**src/rtl/ilo_pkg.sv**
```systemverilog
// Shared types and constants for the Ising lattice observables unit.
// No dependencies; ilo_if.sv and the top-level unit refer to this package.
package ilo_pkg;

   // Default build parameters
   localparam int MAX_SIDE_DEFAULT        = 64;
   localparam int TEMP_INDEX_BITS_DEFAULT = 10;

   // Configuration register widths and reset values
   localparam int LATTICE_SIZE_W     = 7;
   localparam int TARGET_INDEX_W     = 10;
   localparam int LATTICE_SIZE_RESET = 16;
   localparam int MIN_SIDE           = 2;

   // Result field widths
   localparam int MAG_SUM_W    = 14;
   localparam int MAG_ABS_W    = 13;
   localparam int ENERGY_W     = 15;
   localparam int BOND_DELTA_W = 4;

   // APB-style configuration port
   localparam int CSR_ADDR_W = 3;
   localparam int CSR_DATA_W = 32;

   // Register map, indexed by paddr[2]
   typedef enum logic [0:0] {
      REG_LATTICE_SIZE = 1'b0,
      REG_TARGET_INDEX = 1'b1
   } ilo_reg_type;

endpackage

```
**src/rtl/ilo_if.sv**
```systemverilog
// Valid/ready channel interfaces for spin items and observable results.
// Depends on ilo_pkg for default widths of the payload fields.
interface ilo_req_if #(
   parameter int TEMP_INDEX_BITS = ilo_pkg::TEMP_INDEX_BITS_DEFAULT
);
   logic                       valid;
   logic                       ready;
   logic                       spin_up;
   logic [TEMP_INDEX_BITS-1:0] snapshot_temp_index;

   modport source (output valid, output spin_up, output snapshot_temp_index, input ready);
   modport sink   (input valid, input spin_up, input snapshot_temp_index, output ready);
endinterface

interface ilo_rsp_if #(
   parameter int TEMP_INDEX_BITS = ilo_pkg::TEMP_INDEX_BITS_DEFAULT
);
   logic                                      valid;
   logic                                      ready;
   logic signed [ilo_pkg::MAG_SUM_W-1:0]      magnetization_sum;
   logic        [ilo_pkg::MAG_ABS_W-1:0]      magnetization_abs;
   logic signed [ilo_pkg::ENERGY_W-1:0]       total_energy;
   logic        [TEMP_INDEX_BITS-1:0]         result_temp_index;

   modport source (output valid, output magnetization_sum, output magnetization_abs,
                   output total_energy, output result_temp_index, input ready);
   modport sink   (input valid, input magnetization_sum, input magnetization_abs,
                   input total_energy, input result_temp_index, output ready);
endinterface

```
**src/rtl/ilo_ram.sv**
```systemverilog
// Generic single-write, single-read RAM with registered read data.
// No dependencies.
module ilo_ram #(
   parameter int WIDTH = 1,
   parameter int DEPTH = 64
) (
   input  logic                     clock,
   input  logic                     wr_en,
   input  logic [$clog2(DEPTH)-1:0] wr_addr,
   input  logic [WIDTH-1:0]         wr_data,
   input  logic                     rd_en,
   input  logic [$clog2(DEPTH)-1:0] rd_addr,
   output logic [WIDTH-1:0]         rd_data
);

   logic [WIDTH-1:0] mem [DEPTH];
   logic [WIDTH-1:0] rd_data_ff;

   // write port
   always_ff @(posedge clock) begin
      if (wr_en) begin
         mem[wr_addr] <= wr_data;
      end
   end

   // registered read port
   always_ff @(posedge clock) begin
      if (rd_en) begin
         rd_data_ff <= mem[rd_addr];
      end
   end

   assign rd_data = rd_data_ff;

endmodule

```
**src/rtl/ising_lattice_observables_unit.sv**
```systemverilog
// Ising lattice observables unit: spin sum and periodic nearest-neighbor energy.
// Depends on ilo_pkg, ilo_req_if / ilo_rsp_if and ilo_ram.
//
// Spins of an N x N snapshot enter in row-major order, one per transfer, and
// the unit takes one spin every clock cycle. A spin is registered at transfer
// together with its row/column position, while the neighbor spins of the row
// above and of the first row are read from two 1-bit x MAX_SIDE RAMs at the
// same edge; its magnetization and bond terms are added into the running sums
// as it leaves the input register. The last spin of a snapshot whose
// temperature index matches the target loads the result register as it
// leaves the input register; other snapshots give no result. A waiting
// result stalls only a further result-producing spin: that spin is held in
// the input register and the input stalls until the result is taken, while
// all other spins keep flowing one per cycle. Writing lattice_size restarts
// the snapshot; write configuration only while the unit is idle.
module ising_lattice_observables_unit #(
   parameter int MAX_SIDE        = ilo_pkg::MAX_SIDE_DEFAULT,
   parameter int TEMP_INDEX_BITS = ilo_pkg::TEMP_INDEX_BITS_DEFAULT
) (
   input  logic                            clock,
   input  logic                            reset,
   ilo_req_if.sink                         req_port,
   ilo_rsp_if.source                       rsp_port,
   input  logic                            csr_psel,
   input  logic                            csr_penable,
   input  logic                            csr_pwrite,
   input  logic [ilo_pkg::CSR_ADDR_W-1:0]  csr_paddr,
   input  logic [ilo_pkg::CSR_DATA_W-1:0]  csr_pwdata,
   output logic [ilo_pkg::CSR_DATA_W-1:0]  csr_prdata,
   output logic                            csr_pready
);

   localparam int COL_W  = $clog2(MAX_SIDE);
   localparam int SIDE_W = $clog2(MAX_SIDE + 1);
   localparam int CMP_W  = (SIDE_W > ilo_pkg::LATTICE_SIZE_W) ? SIDE_W
                                                              : ilo_pkg::LATTICE_SIZE_W;
   localparam logic [TEMP_INDEX_BITS-1:0] IDX_MASK =
      TEMP_INDEX_BITS'({ilo_pkg::TARGET_INDEX_W{1'b1}});

   // ------------------------------------------------------------------
   // Configuration registers
   // ------------------------------------------------------------------
   logic [ilo_pkg::LATTICE_SIZE_W-1:0] size_ff;
   logic [TEMP_INDEX_BITS-1:0]         target_ff;
   logic                               csr_wr;
   logic                               restart;
   ilo_pkg::ilo_reg_type               csr_reg;

   assign csr_pready = 1'b1;
   assign csr_wr     = csr_psel && csr_penable && csr_pwrite;
   assign csr_reg    = ilo_pkg::ilo_reg_type'(csr_paddr[2]);
   assign restart    = csr_wr && (csr_reg == ilo_pkg::REG_LATTICE_SIZE);

   always_ff @(posedge clock) begin
      if (reset) begin
         size_ff   <= ilo_pkg::LATTICE_SIZE_W'(ilo_pkg::LATTICE_SIZE_RESET);
         target_ff <= '0;
      end else if (csr_wr) begin
         case (csr_reg)
            ilo_pkg::REG_LATTICE_SIZE: size_ff <= csr_pwdata[ilo_pkg::LATTICE_SIZE_W-1:0];
            ilo_pkg::REG_TARGET_INDEX:
               target_ff <= TEMP_INDEX_BITS'(csr_pwdata[ilo_pkg::TARGET_INDEX_W-1:0]);
            default: ;
         endcase
      end
   end

   // register readback
   always_comb begin
      case (csr_reg)
         ilo_pkg::REG_LATTICE_SIZE: csr_prdata = ilo_pkg::CSR_DATA_W'(size_ff);
         ilo_pkg::REG_TARGET_INDEX: csr_prdata = ilo_pkg::CSR_DATA_W'(target_ff);
         default:                   csr_prdata = '0;
      endcase
   end

   // clamp side length to [2, MAX_SIDE]
   logic [CMP_W-1:0] size_ext;
   logic [CMP_W-1:0] side;

   always_comb begin
      size_ext = CMP_W'(size_ff);
      if (size_ext < CMP_W'(ilo_pkg::MIN_SIDE)) begin
         side = CMP_W'(ilo_pkg::MIN_SIDE);
      end else if (size_ext > CMP_W'(MAX_SIDE)) begin
         side = CMP_W'(MAX_SIDE);
      end else begin
         side = size_ext;
      end
   end

   // ------------------------------------------------------------------
   // Position counters, advanced at each input transfer
   // ------------------------------------------------------------------
   logic [COL_W-1:0] col_ff, col_in;
   logic [COL_W-1:0] row_ff, row_in;
   logic             in_last_col;
   logic             in_last_row;
   logic             req_xfer;

   assign in_last_col = (CMP_W'(col_ff) + CMP_W'(1)) >= side;
   assign in_last_row = (CMP_W'(row_ff) + CMP_W'(1)) >= side;

   always_comb begin
      col_in = col_ff;
      row_in = row_ff;
      if (req_xfer) begin
         if (!in_last_col) begin
            col_in = col_ff + COL_W'(1);
         end else begin
            col_in = '0;
            row_in = in_last_row ? '0 : row_ff + COL_W'(1);
         end
      end
   end

   always_ff @(posedge clock) begin
      if (reset || restart) begin
         col_ff <= '0;
         row_ff <= '0;
      end else begin
         col_ff <= col_in;
         row_ff <= row_in;
      end
   end

   // ------------------------------------------------------------------
   // Input stage register
   // ------------------------------------------------------------------
   logic                       s1_valid_ff;
   logic                       s1_spin_ff;
   logic [TEMP_INDEX_BITS-1:0] s1_tidx_ff;
   logic [COL_W-1:0]           s1_col_ff;
   logic                       s1_first_row_ff;
   logic                       s1_first_col_ff;
   logic                       s1_last_row_ff;
   logic                       s1_last_col_ff;
   logic                       s1_fire;
   logic                       s1_emit;

   assign req_port.ready = !s1_valid_ff || s1_fire;
   assign req_xfer       = req_port.valid && req_port.ready;

   always_ff @(posedge clock) begin
      if (reset) begin
         s1_valid_ff <= 1'b0;
      end else if (req_port.ready) begin
         s1_valid_ff <= req_port.valid;
      end
   end

   always_ff @(posedge clock) begin
      if (req_xfer) begin
         s1_spin_ff      <= req_port.spin_up;
         s1_tidx_ff      <= req_port.snapshot_temp_index & IDX_MASK;
         s1_col_ff       <= col_ff;
         s1_first_row_ff <= (row_ff == '0);
         s1_first_col_ff <= (col_ff == '0);
         s1_last_row_ff  <= in_last_row;
         s1_last_col_ff  <= in_last_col;
      end
   end

   // ------------------------------------------------------------------
   // Row memories: spins of the previous row and of the first row,
   // read at the transfer edge so data lines up with the stage register
   // ------------------------------------------------------------------
   logic prev_row_spin;
   logic first_row_spin;

   ilo_ram #(
      .WIDTH (1),
      .DEPTH (MAX_SIDE)
   ) u_prev_row_ram (
      .clock   (clock),
      .wr_en   (s1_fire),
      .wr_addr (s1_col_ff),
      .wr_data (s1_spin_ff),
      .rd_en   (req_xfer),
      .rd_addr (col_ff),
      .rd_data (prev_row_spin)
   );

   ilo_ram #(
      .WIDTH (1),
      .DEPTH (MAX_SIDE)
   ) u_first_row_ram (
      .clock   (clock),
      .wr_en   (s1_fire && s1_first_row_ff),
      .wr_addr (s1_col_ff),
      .wr_data (s1_spin_ff),
      .rd_en   (req_xfer),
      .rd_addr (col_ff),
      .rd_data (first_row_spin)
   );

   // ------------------------------------------------------------------
   // Bond terms and accumulators
   // ------------------------------------------------------------------
   // -s*x is -1 for aligned spins and +1 for opposed spins
   function automatic logic signed [ilo_pkg::BOND_DELTA_W-1:0] bond_term(
      input logic en,
      input logic a,
      input logic b
   );
      logic signed [ilo_pkg::BOND_DELTA_W-1:0] t;
      if (!en) begin
         t = '0;
      end else if (a == b) begin
         t = -ilo_pkg::BOND_DELTA_W'(1);
      end else begin
         t = ilo_pkg::BOND_DELTA_W'(1);
      end
      return t;
   endfunction

   logic                                    left_spin_ff;
   logic                                    row_first_ff;
   logic signed [ilo_pkg::MAG_SUM_W-1:0]    spin_acc_ff;
   logic signed [ilo_pkg::ENERGY_W-1:0]     energy_acc_ff;
   logic signed [ilo_pkg::BOND_DELTA_W-1:0] bond_delta;
   logic signed [ilo_pkg::MAG_SUM_W-1:0]    spin_acc_in;
   logic signed [ilo_pkg::ENERGY_W-1:0]     energy_acc_in;
   logic                                    snapshot_end;

   assign bond_delta = bond_term(!s1_first_row_ff, s1_spin_ff, prev_row_spin)
                     + bond_term(s1_last_row_ff,   s1_spin_ff, first_row_spin)
                     + bond_term(!s1_first_col_ff, s1_spin_ff, left_spin_ff)
                     + bond_term(s1_last_col_ff,   s1_spin_ff, row_first_ff);

   assign spin_acc_in   = s1_spin_ff ? spin_acc_ff + ilo_pkg::MAG_SUM_W'(1)
                                     : spin_acc_ff - ilo_pkg::MAG_SUM_W'(1);
   assign energy_acc_in = energy_acc_ff + ilo_pkg::ENERGY_W'(bond_delta);
   assign snapshot_end  = s1_last_row_ff && s1_last_col_ff;

   assign s1_emit = snapshot_end && (s1_tidx_ff == (target_ff & IDX_MASK));
   assign s1_fire = s1_valid_ff && (!s1_emit || !rsp_port.valid || rsp_port.ready);

   always_ff @(posedge clock) begin
      if (reset || restart) begin
         left_spin_ff  <= 1'b0;
         row_first_ff  <= 1'b0;
         spin_acc_ff   <= '0;
         energy_acc_ff <= '0;
      end else if (s1_fire) begin
         left_spin_ff <= s1_spin_ff;
         if (s1_first_col_ff) begin
            row_first_ff <= s1_spin_ff;
         end
         // sums start over after a snapshot's last spin
         spin_acc_ff   <= snapshot_end ? '0 : spin_acc_in;
         energy_acc_ff <= snapshot_end ? '0 : energy_acc_in;
      end
   end

   // ------------------------------------------------------------------
   // Result register
   // ------------------------------------------------------------------
   logic                                  rsp_valid_ff;
   logic signed [ilo_pkg::MAG_SUM_W-1:0]  rsp_sum_ff;
   logic        [ilo_pkg::MAG_ABS_W-1:0]  rsp_abs_ff;
   logic signed [ilo_pkg::ENERGY_W-1:0]   rsp_energy_ff;
   logic        [TEMP_INDEX_BITS-1:0]     rsp_tidx_ff;
   logic                                  rsp_load;

   assign rsp_load = s1_fire && s1_emit;

   always_ff @(posedge clock) begin
      if (reset) begin
         rsp_valid_ff <= 1'b0;
      end else if (rsp_load) begin
         rsp_valid_ff <= 1'b1;
      end else if (rsp_port.ready) begin
         rsp_valid_ff <= 1'b0;
      end
   end

   always_ff @(posedge clock) begin
      if (rsp_load) begin
         rsp_sum_ff    <= spin_acc_in;
         rsp_abs_ff    <= ilo_pkg::MAG_ABS_W'(spin_acc_in[ilo_pkg::MAG_SUM_W-1] ?
                                              -spin_acc_in : spin_acc_in);
         rsp_energy_ff <= energy_acc_in;
         rsp_tidx_ff   <= s1_tidx_ff;
      end
   end

   assign rsp_port.valid             = rsp_valid_ff;
   assign rsp_port.magnetization_sum = rsp_sum_ff;
   assign rsp_port.magnetization_abs = rsp_abs_ff;
   assign rsp_port.total_energy      = rsp_energy_ff;
   assign rsp_port.result_temp_index = rsp_tidx_ff;

endmodule
```
**src/flat_wrapper.sv**
```systemverilog
// flat-port wrapper written by rule: the top's interface ports become plain ports
module ising_lattice_observables_unit_flat 
#(
   parameter int MAX_SIDE        = ilo_pkg::MAX_SIDE_DEFAULT,
   parameter int TEMP_INDEX_BITS = ilo_pkg::TEMP_INDEX_BITS_DEFAULT
)
  (clock, reset, csr_psel, csr_penable, csr_pwrite, csr_paddr, csr_pwdata, csr_prdata, csr_pready, req_port_valid, req_port_spin_up, req_port_snapshot_temp_index, req_port_ready, rsp_port_valid, rsp_port_magnetization_sum, rsp_port_magnetization_abs, rsp_port_total_energy, rsp_port_result_temp_index, rsp_port_ready);
  ilo_req_if #(.TEMP_INDEX_BITS(TEMP_INDEX_BITS)) req_port_i ();
  ilo_rsp_if #(.TEMP_INDEX_BITS(TEMP_INDEX_BITS)) rsp_port_i ();
  input  logic clock;
  input  logic reset;
  input  logic csr_psel;
  input  logic csr_penable;
  input  logic csr_pwrite;
  input  logic [ilo_pkg::CSR_ADDR_W-1:0] csr_paddr;
  input  logic [ilo_pkg::CSR_DATA_W-1:0] csr_pwdata;
  output logic [ilo_pkg::CSR_DATA_W-1:0] csr_prdata;
  output logic csr_pready;
  input wire logic [$bits(req_port_i.valid)-1:0] req_port_valid;
  input wire logic [$bits(req_port_i.spin_up)-1:0] req_port_spin_up;
  input wire logic [$bits(req_port_i.snapshot_temp_index)-1:0] req_port_snapshot_temp_index;
  output wire logic [$bits(req_port_i.ready)-1:0] req_port_ready;
  output wire logic [$bits(rsp_port_i.valid)-1:0] rsp_port_valid;
  output wire logic [$bits(rsp_port_i.magnetization_sum)-1:0] rsp_port_magnetization_sum;
  output wire logic [$bits(rsp_port_i.magnetization_abs)-1:0] rsp_port_magnetization_abs;
  output wire logic [$bits(rsp_port_i.total_energy)-1:0] rsp_port_total_energy;
  output wire logic [$bits(rsp_port_i.result_temp_index)-1:0] rsp_port_result_temp_index;
  input wire logic [$bits(rsp_port_i.ready)-1:0] rsp_port_ready;
  assign req_port_i.valid = req_port_valid;
  assign req_port_i.spin_up = req_port_spin_up;
  assign req_port_i.snapshot_temp_index = req_port_snapshot_temp_index;
  assign req_port_ready = req_port_i.ready;
  assign rsp_port_valid = rsp_port_i.valid;
  assign rsp_port_magnetization_sum = rsp_port_i.magnetization_sum;
  assign rsp_port_magnetization_abs = rsp_port_i.magnetization_abs;
  assign rsp_port_total_energy = rsp_port_i.total_energy;
  assign rsp_port_result_temp_index = rsp_port_i.result_temp_index;
  assign rsp_port_i.ready = rsp_port_ready;
  ising_lattice_observables_unit #(.MAX_SIDE(MAX_SIDE), .TEMP_INDEX_BITS(TEMP_INDEX_BITS)) u_core (.clock(clock), .reset(reset), .req_port(req_port_i), .rsp_port(rsp_port_i), .csr_psel(csr_psel), .csr_penable(csr_penable), .csr_pwrite(csr_pwrite), .csr_paddr(csr_paddr), .csr_pwdata(csr_pwdata), .csr_prdata(csr_prdata), .csr_pready(csr_pready));
endmodule
```
**config.mk**
```make
export PLATFORM = sky130hd
export DESIGN_NAME = ising_lattice_observables_unit_flat
export DESIGN_NICKNAME = d
export VERILOG_FILES = /design/src/rtl/ilo_pkg.sv /design/src/rtl/ilo_if.sv /design/src/rtl/ilo_ram.sv /design/src/rtl/ising_lattice_observables_unit.sv /design/src/flat_wrapper.sv
export SDC_FILE = /design/constraint.sdc
export NUM_CORES = 1
export LEC_CHECK = 0
export BUFFER_PORTS_ARGS = -buffer_cell sky130_fd_sc_hd__buf_2
export CELL_PAD_IN_SITES_DETAIL_PLACEMENT = 0
export CELL_PAD_IN_SITES_GLOBAL_PLACEMENT = 2
export CORE_AREA = 2 2 176 195
export DETAILED_ROUTE_END_ITERATION = 10
export DIE_AREA = 0 0 178 197
export GPL_TIMING_DRIVEN = 0
export HOLD_SLACK_MARGIN = 0.15
export PLACE_DENSITY = 0.81
export SYNTH_ARGS = -nofsm -noshare
export SYNTH_HDL_FRONTEND = slang
export SYNTH_HIERARCHICAL = 1
export SYNTH_SLANG_ARGS = --single-unit
```
**constraint.sdc**
```tcl
create_clock -name clock -period 8.2 [get_ports clock]
set_input_delay 0.41 -clock clock [delete_from_list [all_inputs] [get_ports clock]]
set_output_delay 0.41 -clock clock [all_outputs]
set_load 0.005 [all_outputs]
```
# == Word level (Yosys, flattened, before mapping) ==
# Memory sizes are Yosys's and may differ from the RTL's. A register that Yosys moved wholly into a read port is not among the register bits.
# Cells that the tools add are included.
# classes
n_addsub,11
n_lt_le_gt_ge,4
n_eq_ne,5
bitwise_logic,1
reduce_logical,23
mux,23
# op_table
operator,count
$pmux W32 S2,1
$mux W4,8
$mux W14,2
$add A15 B4 Y15,1
$mux W15,1
$add A14 B2 Y14 const B,1
$add A6 B1 Y7 const B,2
$ge A7 B7 Y1,2
$mux W7,2
$sub A14 B2 Y14 const B,1
$mux W13,1
$neg A13 Y13,1
$add A4 B4 Y4,3
$add A6 B1 Y6 const B,2
$logic_not A6 Y1,2
$mux W6,2
$eq A10 B10 Y1,1
$logic_and A1 B1 Y1,9
$reduce_and A2 Y1,4
$gt A7 B7 Y1 const B,1
$lt A7 B2 Y1 const B,1
$mux W1,6
$eq A1 B1 Y1,4
$logic_or A1 B1 Y1,4
other kinds (3),5
# totals
register_bits,135
ram_bits,128
word_cells,90
out_inout_bits,87
memories,2
input_bits,53
# mem_list
name,depth,word_bits,rd,rd_ports_with_merged_regs,write_ports,line_no,text
u_core.u_first_row_ram.mem,64,1,1,1,1,ilo_ram.sv:16,logic [WIDTH-1:0] mem [DEPTH];
u_core.u_prev_row_ram.mem,64,1,1,1,1,ilo_ram.sv:16,

# == Depth between registers and ports, before layout ==
# depth
word_depth,9
ltp_mapped,18
ltp_nobuf,17

# == Modules after synthesis ==
# Netlist, hierarchy kept.
# modules_own_cells
mod,seq_area_each_um2,cells_each,n_inst,area_each_um2
ising_lattice_observables_unit,3433.3,699,1,7263.2
ilo_ram,1951.9,204,2,2924.1

# == Worst setup path before layout ==
# No wires, ideal clock.
# synth_path
path_type,reg2reg
start,reg u_core.s1_spin_ff
end,reg u_core/energy_acc_ff[13] (netlist name)
setup_ns,0.062
t_required_ns,8.138
path_stages_with_launch,19
arrival_ns,6.549
path_buffers,1
slack_ns,1.589
synth_period_minus_slack_ns,6.611
path_cell_list,edfxtp_1 buf_2 xor2_1 nor2_1 fa_1 fa_1 ha_1 fa_1 xor2_1 xnor2_1 inv_1 ha_1 a21o_1 a21o_1 a22oi_1 nand3b_1 a311o_1 or3_1 nand3_1
# synth_between
elab_chain_len,8
word_cells_on_any_way,17
classes_between,4 x add/sub; 4 x eq/ne; 9 x mux
# synth_rtl
item,line_no,text
start: declaration,ising_lattice_observables_unit.sv:131,logic s1_spin_ff;
start signal: assignment,ising_lattice_observables_unit.sv:154,s1_spin_ff <= req_port.spin_up;
$eq A1 B1 Y1,ising_lattice_observables_unit.sv:209,end else if (a == b) begin
$mux W4,ising_lattice_observables_unit.sv:209,
$mux W4,ising_lattice_observables_unit.sv:207,if (!en) begin
$add A4 B4 Y4,ising_lattice_observables_unit.sv:227,"+ bond_term(s1_last_row_ff, s1_spin_ff, first_row_spin)"
$add A4 B4 Y4,ising_lattice_observables_unit.sv:228,"+ bond_term(!s1_first_col_ff, s1_spin_ff, left_spin_ff)"
$add A4 B4 Y4 (*),ising_lattice_observables_unit.sv:229,"+ bond_term(s1_last_col_ff, s1_spin_ff, row_first_ff);"
$add A15 B4 Y15 (*),ising_lattice_observables_unit.sv:233,assign energy_acc_in = energy_acc_ff + ilo_pkg::ENERGY_W'(bond_delta);
$mux W15 (*),ising_lattice_observables_unit.sv:252,energy_acc_ff <= snapshot_end ? '0 : energy_acc_in;
end signal: assignment,ising_lattice_observables_unit.sv:252,
end: declaration,ising_lattice_observables_unit.sv:220,logic signed [ilo_pkg::ENERGY_W-1:0] energy_acc_ff;
# Every way passes the cells marked *; elsewhere a longest branch is shown, timed or not.
# A chain may end at the register's enable or synchronous reset.

# == Worst setup path in the final report ==
# layout_path
start,reg u_core.s1_spin_ff
end,reg u_core/energy_acc_ff[12] (netlist name)
# The elaborated chain is that of the path after synthesis.

==> out/qor_table.md <==
| Step | Result | Reported |
|---|---|---|
| timing | Fin Clk Skew | 16.5 ps |
| placed design | Number of placed instances with taps included | 1656 |
| finish | Final core utilization | 46.7% |
| floorplanning | Floorplan die height | 197 um |
| floorplanning | Floorplan die width | 178 um |
| grt | Global routing met2 resource utilization | 28.7% |
| timing | Time the final worst path needs with I/O delays and setup | 6340 ps |
| worst setup path | Critical-path cell with the highest stage delay | fa_1 |
| synth | Dominant register cell in the synthesized netlist | edfxtp_1 |
| worst setup path | Data arrival, critical path | 6790 ps |
| placed design | Dpl hpwl | 20.1 mm |
| timing | Final number of setup-violating endpoints | 0 |
| grt | Wire length of the first global-routing pass | 47.1 mm |
| synth | Count of warnings emitted by yosys | 6 |
| grt | Global-route usage over all layers | 16.9% |
| synth | Area of the mapped netlist | 0.0131 mm^2 |
| synth | Count of mapped cells out of synthesis | 1107 |
| synth | Fraction of post-synthesis cell area in the top cell type by area | 46.5% |
| floorplanning | Cell Rows | 70 |
| synth | XOR/XNOR Fraction of Synth Area | 3.93% |
| timing | Max frequency | 0.158 GHz |
| synth | Cell accounting for the most synthesized area | edfxtp_1 |
| timing | Slew at the pin with the worst max-slew slack | 925 ps |
| grt | Initial antenna violation count | 0 |
| timing | Total count of hold-check failures in the final report | 0 |
| synth | Post-synthesis sequential area ratio | 56.0% |
| route | Starting DRC count in detailed routing | 468 |
| synth | Area share of fa/ha/maj cells after synthesis | 5.74% |
| synth | Ranking of synthesized cells by instance count | 203 x edfxtp_1, 169 x nor2_1, 73 x nand2_1 |
| finish | Final nets | 1386 |
| grt | Remaining global-route overflow | 0 |
| synth | Most repeated cell in the gate-level netlist after synthesis | edfxtp_1 |
| synth | Simple-gate portion of the synthesized area | 15.0% |
| clock tree | Post-CTS Setup Repair Bufs | 0 |
| power | Pwr per Cell Area | 215 mW/mm^2 |
| clock tree | Number of clock sinks | 265 |
| synth | Fraction of registers with async set/reset | 0% |
| power | Leakage power of the design | 5.60 nW |
| grt | Largest net degree at the start of global routing | 38 |
| finish | Syn-to-layout area delta | 17.6% |
| synth | Mean Syn Cell Area | 11.8 um^2 |
| status | Outcome | complete, no violations |
| synth | Main combinational cell family by area after synthesis | simple AND/OR/NAND/NOR gates |
| clock tree | Clock slew at reported path FFs | 60 ps |
| clock tree | CTS tree | yes |
| clock tree | Buffer type at the clock tree root | clkbuf_16 |
| placed design | Port buffer count | 91 |
| worst setup path | Critical path, cell by cell | buf_16 -> buf_16 -> buf_16 -> buf_2 -> xor2_1 -> nor2_1 -> fa_1 -> fa_1 -> ha_1 -> fa_1 -> xor2_1 -> xnor2_1 -> inv_1 -> ha_1 -> nand3_1 -> o21ai_0 -> o22ai_1 -> o21ai_0 -> a31oi_1 -> mux2i_1 -> a31o_2 |
| clock tree | Number of cells upsized or downsized after cts | 0 |
| placed design | GP Congestion | 0.777 |
| clock tree | Worst-skew pair later-pin latency | 560 ps |
| synth | Cell variety after synth | 75 |
| placed design | Worst Setup Slack post-DPL | 1850 ps |
| synth | Share of the synthesized area in compound gates (AO/OA/AOI/OAI) | 8.32% |
| finish | Antenna Cells | 0 |
| grt | Met1 track utilization from global routing | 22.4% |
| finish | FILL cells | 3010 |
| clock tree | Clock tree buffer depth | 3 |
| finish | Fraction of layout instances using a drive strength above 1 | 16.8% |
| route | Drt drc | 0 |
| worst setup path | Crit path required time | 8650 ps |
| worst setup path | Delay of the slowest cell on the worst path | 550 ps |
| clock tree | H-tree Lvls | 1 |
| power | IR drop worst, VDD | 0.152 mV |
| route | Avg Vias per Cell | 5.16 |
| route | Antenna Nets Post-Route | 0 |
| worst setup path | Critical Path Source Type | register |
| synth | Number of enable flip-flop cells after synthesis | 203 |
| floorplanning | Initial cell density of the core | 39.7% |
| worst setup path | Crit end category | register |
| route | Total via count in the routed design | 8927 |
| finish | Final cell count without fillers | 1729 |
| route | Routed length per placed instance | 17.0 um |
| synth | Cell types occupying the most area after synthesis | edfxtp_1 46%, dfxtp_1 9.5%, nor2_1 4.8%, ha_1 4.7%, mux4_2 3.4% |
| clock tree | Number of buffers added to fix hold violations after cts | 22 |
| synth | Number of synthesized register bits | 265 |
| clock tree | Number of clock buffers inserted by TritonCTS | 29 |
| timing | Setup repair after global routing missed its margin | no |
| synth | Multiplexer fraction of the synthesized cell area | 7.37% |
| floorplanning | I/O pin count | 140 |
| floorplanning | Area of the core region | 0.0330 mm^2 |
| floorplanning | Die Footprint | 0.0351 mm^2 |
| grt | Top Usage Layer GRT | met2 |
| hold path | Worst min-delay path category | input port to register |
| grt | Met3 track demand over resource in global routing | 2.08% |
| route | Total length of routed wires | 29.3 mm |
| job | Maximum capacitance violations | 0 |
| grt | Vias in the first global route | 8783 |
| worst setup path | Critical-path maximum fanout | 33 |
| route | Detailed-router iteration count before antenna repair | 5 |
| worst setup path | Type of the worst setup path | register to register |
| timing | Tcrit/Tclk final | 77.3% |
| timing | Final worst slack | 1860 ps |
| timing | Normalized max-slew margin | 38.2% |
| timing | Final slew viol count | 0 |
[final cells by class]
class                   instances  area, um^2  area share, %
well taps                     432         541           3.50
clock buffers                  34         744           4.83
plain buffers                  71         372           2.41
flip-flops and latches        265        7340           47.6
multi-input cells             766        5390           35.0
inverters                      26        97.6          0.633
clock inverters                17         136          0.884
repair buffers                118         806           5.22
[registers in the layout, summed over array words and instances, names as in the netlist, 6 cells and up]
name and count:
u_core/s1_col_ff 6, u_core/rsp_port.result_temp_index 10, u_core/u_prev_row_ram/mem 64, u_core/spin_acc_ff 14, u_core/u_first_row_ram/mem 64, u_core/energy_acc_ff 15
u_core/rsp_port.magnetization_abs 13, u_core/rsp_port.total_energy 15, u_core/s1_tidx_ff 10, u_core/row_ff 6, u_core/target_ff 10, u_core/size_ext 7
u_core/rsp_port.magnetization_sum 14, u_core/col_ff 6
[final timing paths]
kind	start	to	slack, ps	cells after the start
max	u_core/s1_spin_ff	u_core/energy_acc_ff[12]	1860	21
min	rsp_port_ready	u_core/rsp_port.valid	240	3
max reg2reg	u_core/s1_spin_ff	u_core/energy_acc_ff[12]	1860	21
min reg2reg	u_core/spin_acc_ff[8]	u_core/spin_acc_ff[8]	460	2
[per-layer routing]
metal  share of wire (%)  wire length (um)  vias to the layer above
met5                   0                 0                        -
met4                 2.7               788                        0
met3                 3.2               949                       46
met2                  49             14500                      141
met1                  45             13100                     4348
li1                    -                 -                     4392
[worst max-delay path: cells and delay by family, from the launching register on]
family / cells / cell delay [ps]
AO/OA/AOI/OAI: 5 / 1450
buffers and inverters: 5 / 1150
flip-flops: 1 / 480
AND/OR/NAND/NOR: 2 / 170
XOR/XNOR: 3 / 620
multiplexers: 1 / 180
adder cells (fa/ha/maj): 5 / 2140
[metrics by stage]
step	hold slack [ps]	setup TNS [ps]	cell area [um^2]	power, W
CTS	204	0	15400	0.00336
detailed placement	454	0	14300	0.00212
global placement	445	-650	14200	0.00212
floorplan	436	0	13200	0.00198
global route	254	0	15400	0.00348
finish	241	0	15400	0.00332
[cell families after synthesis]
| family | Yosys count |
|---|---|
| adder cells (fa/ha/maj) | 56 |
| XOR/XNOR | 58 |
| AND/OR/NAND/NOR | 418 |
| other | 2 |
| multiplexers | 48 |
| flip-flops | 265 |
| AO/OA/AOI/OAI | 163 |
| buffers and inverters | 97 |
[power by group]
group	internal [W]	switching [W]	total, W	leakage, nW
combinational	0.000237	0.000333	0.000570	2.83
clock	0.000683	0.000535	0.00122	0.427
sequential	0.00151	0.0000253	0.00153	2.35
[placed cells by master, fill, tap and decap left out, types with 22 or more instances in the layout]
| master | instances |
|---|---|
| xor2_1 | 31 |
| nand3_1 | 55 |
| a21oi_1 | 59 |
| ha_1 | 49 |
| buf_2 | 94 |
| edfxtp_1 | 203 |
| dfxtp_1 | 62 |
| nor2_1 | 169 |
| buf_4 | 23 |
| xnor2_1 | 26 |
| dlygate4sd3_1 | 22 |
| conb_1 | 23 |
| clkbuf_1 | 47 |
| inv_1 | 22 |
| clkbuf_16 | 29 |
| nand2_1 | 73 |
Note: power is estimated with default switching activity, not from simulation.
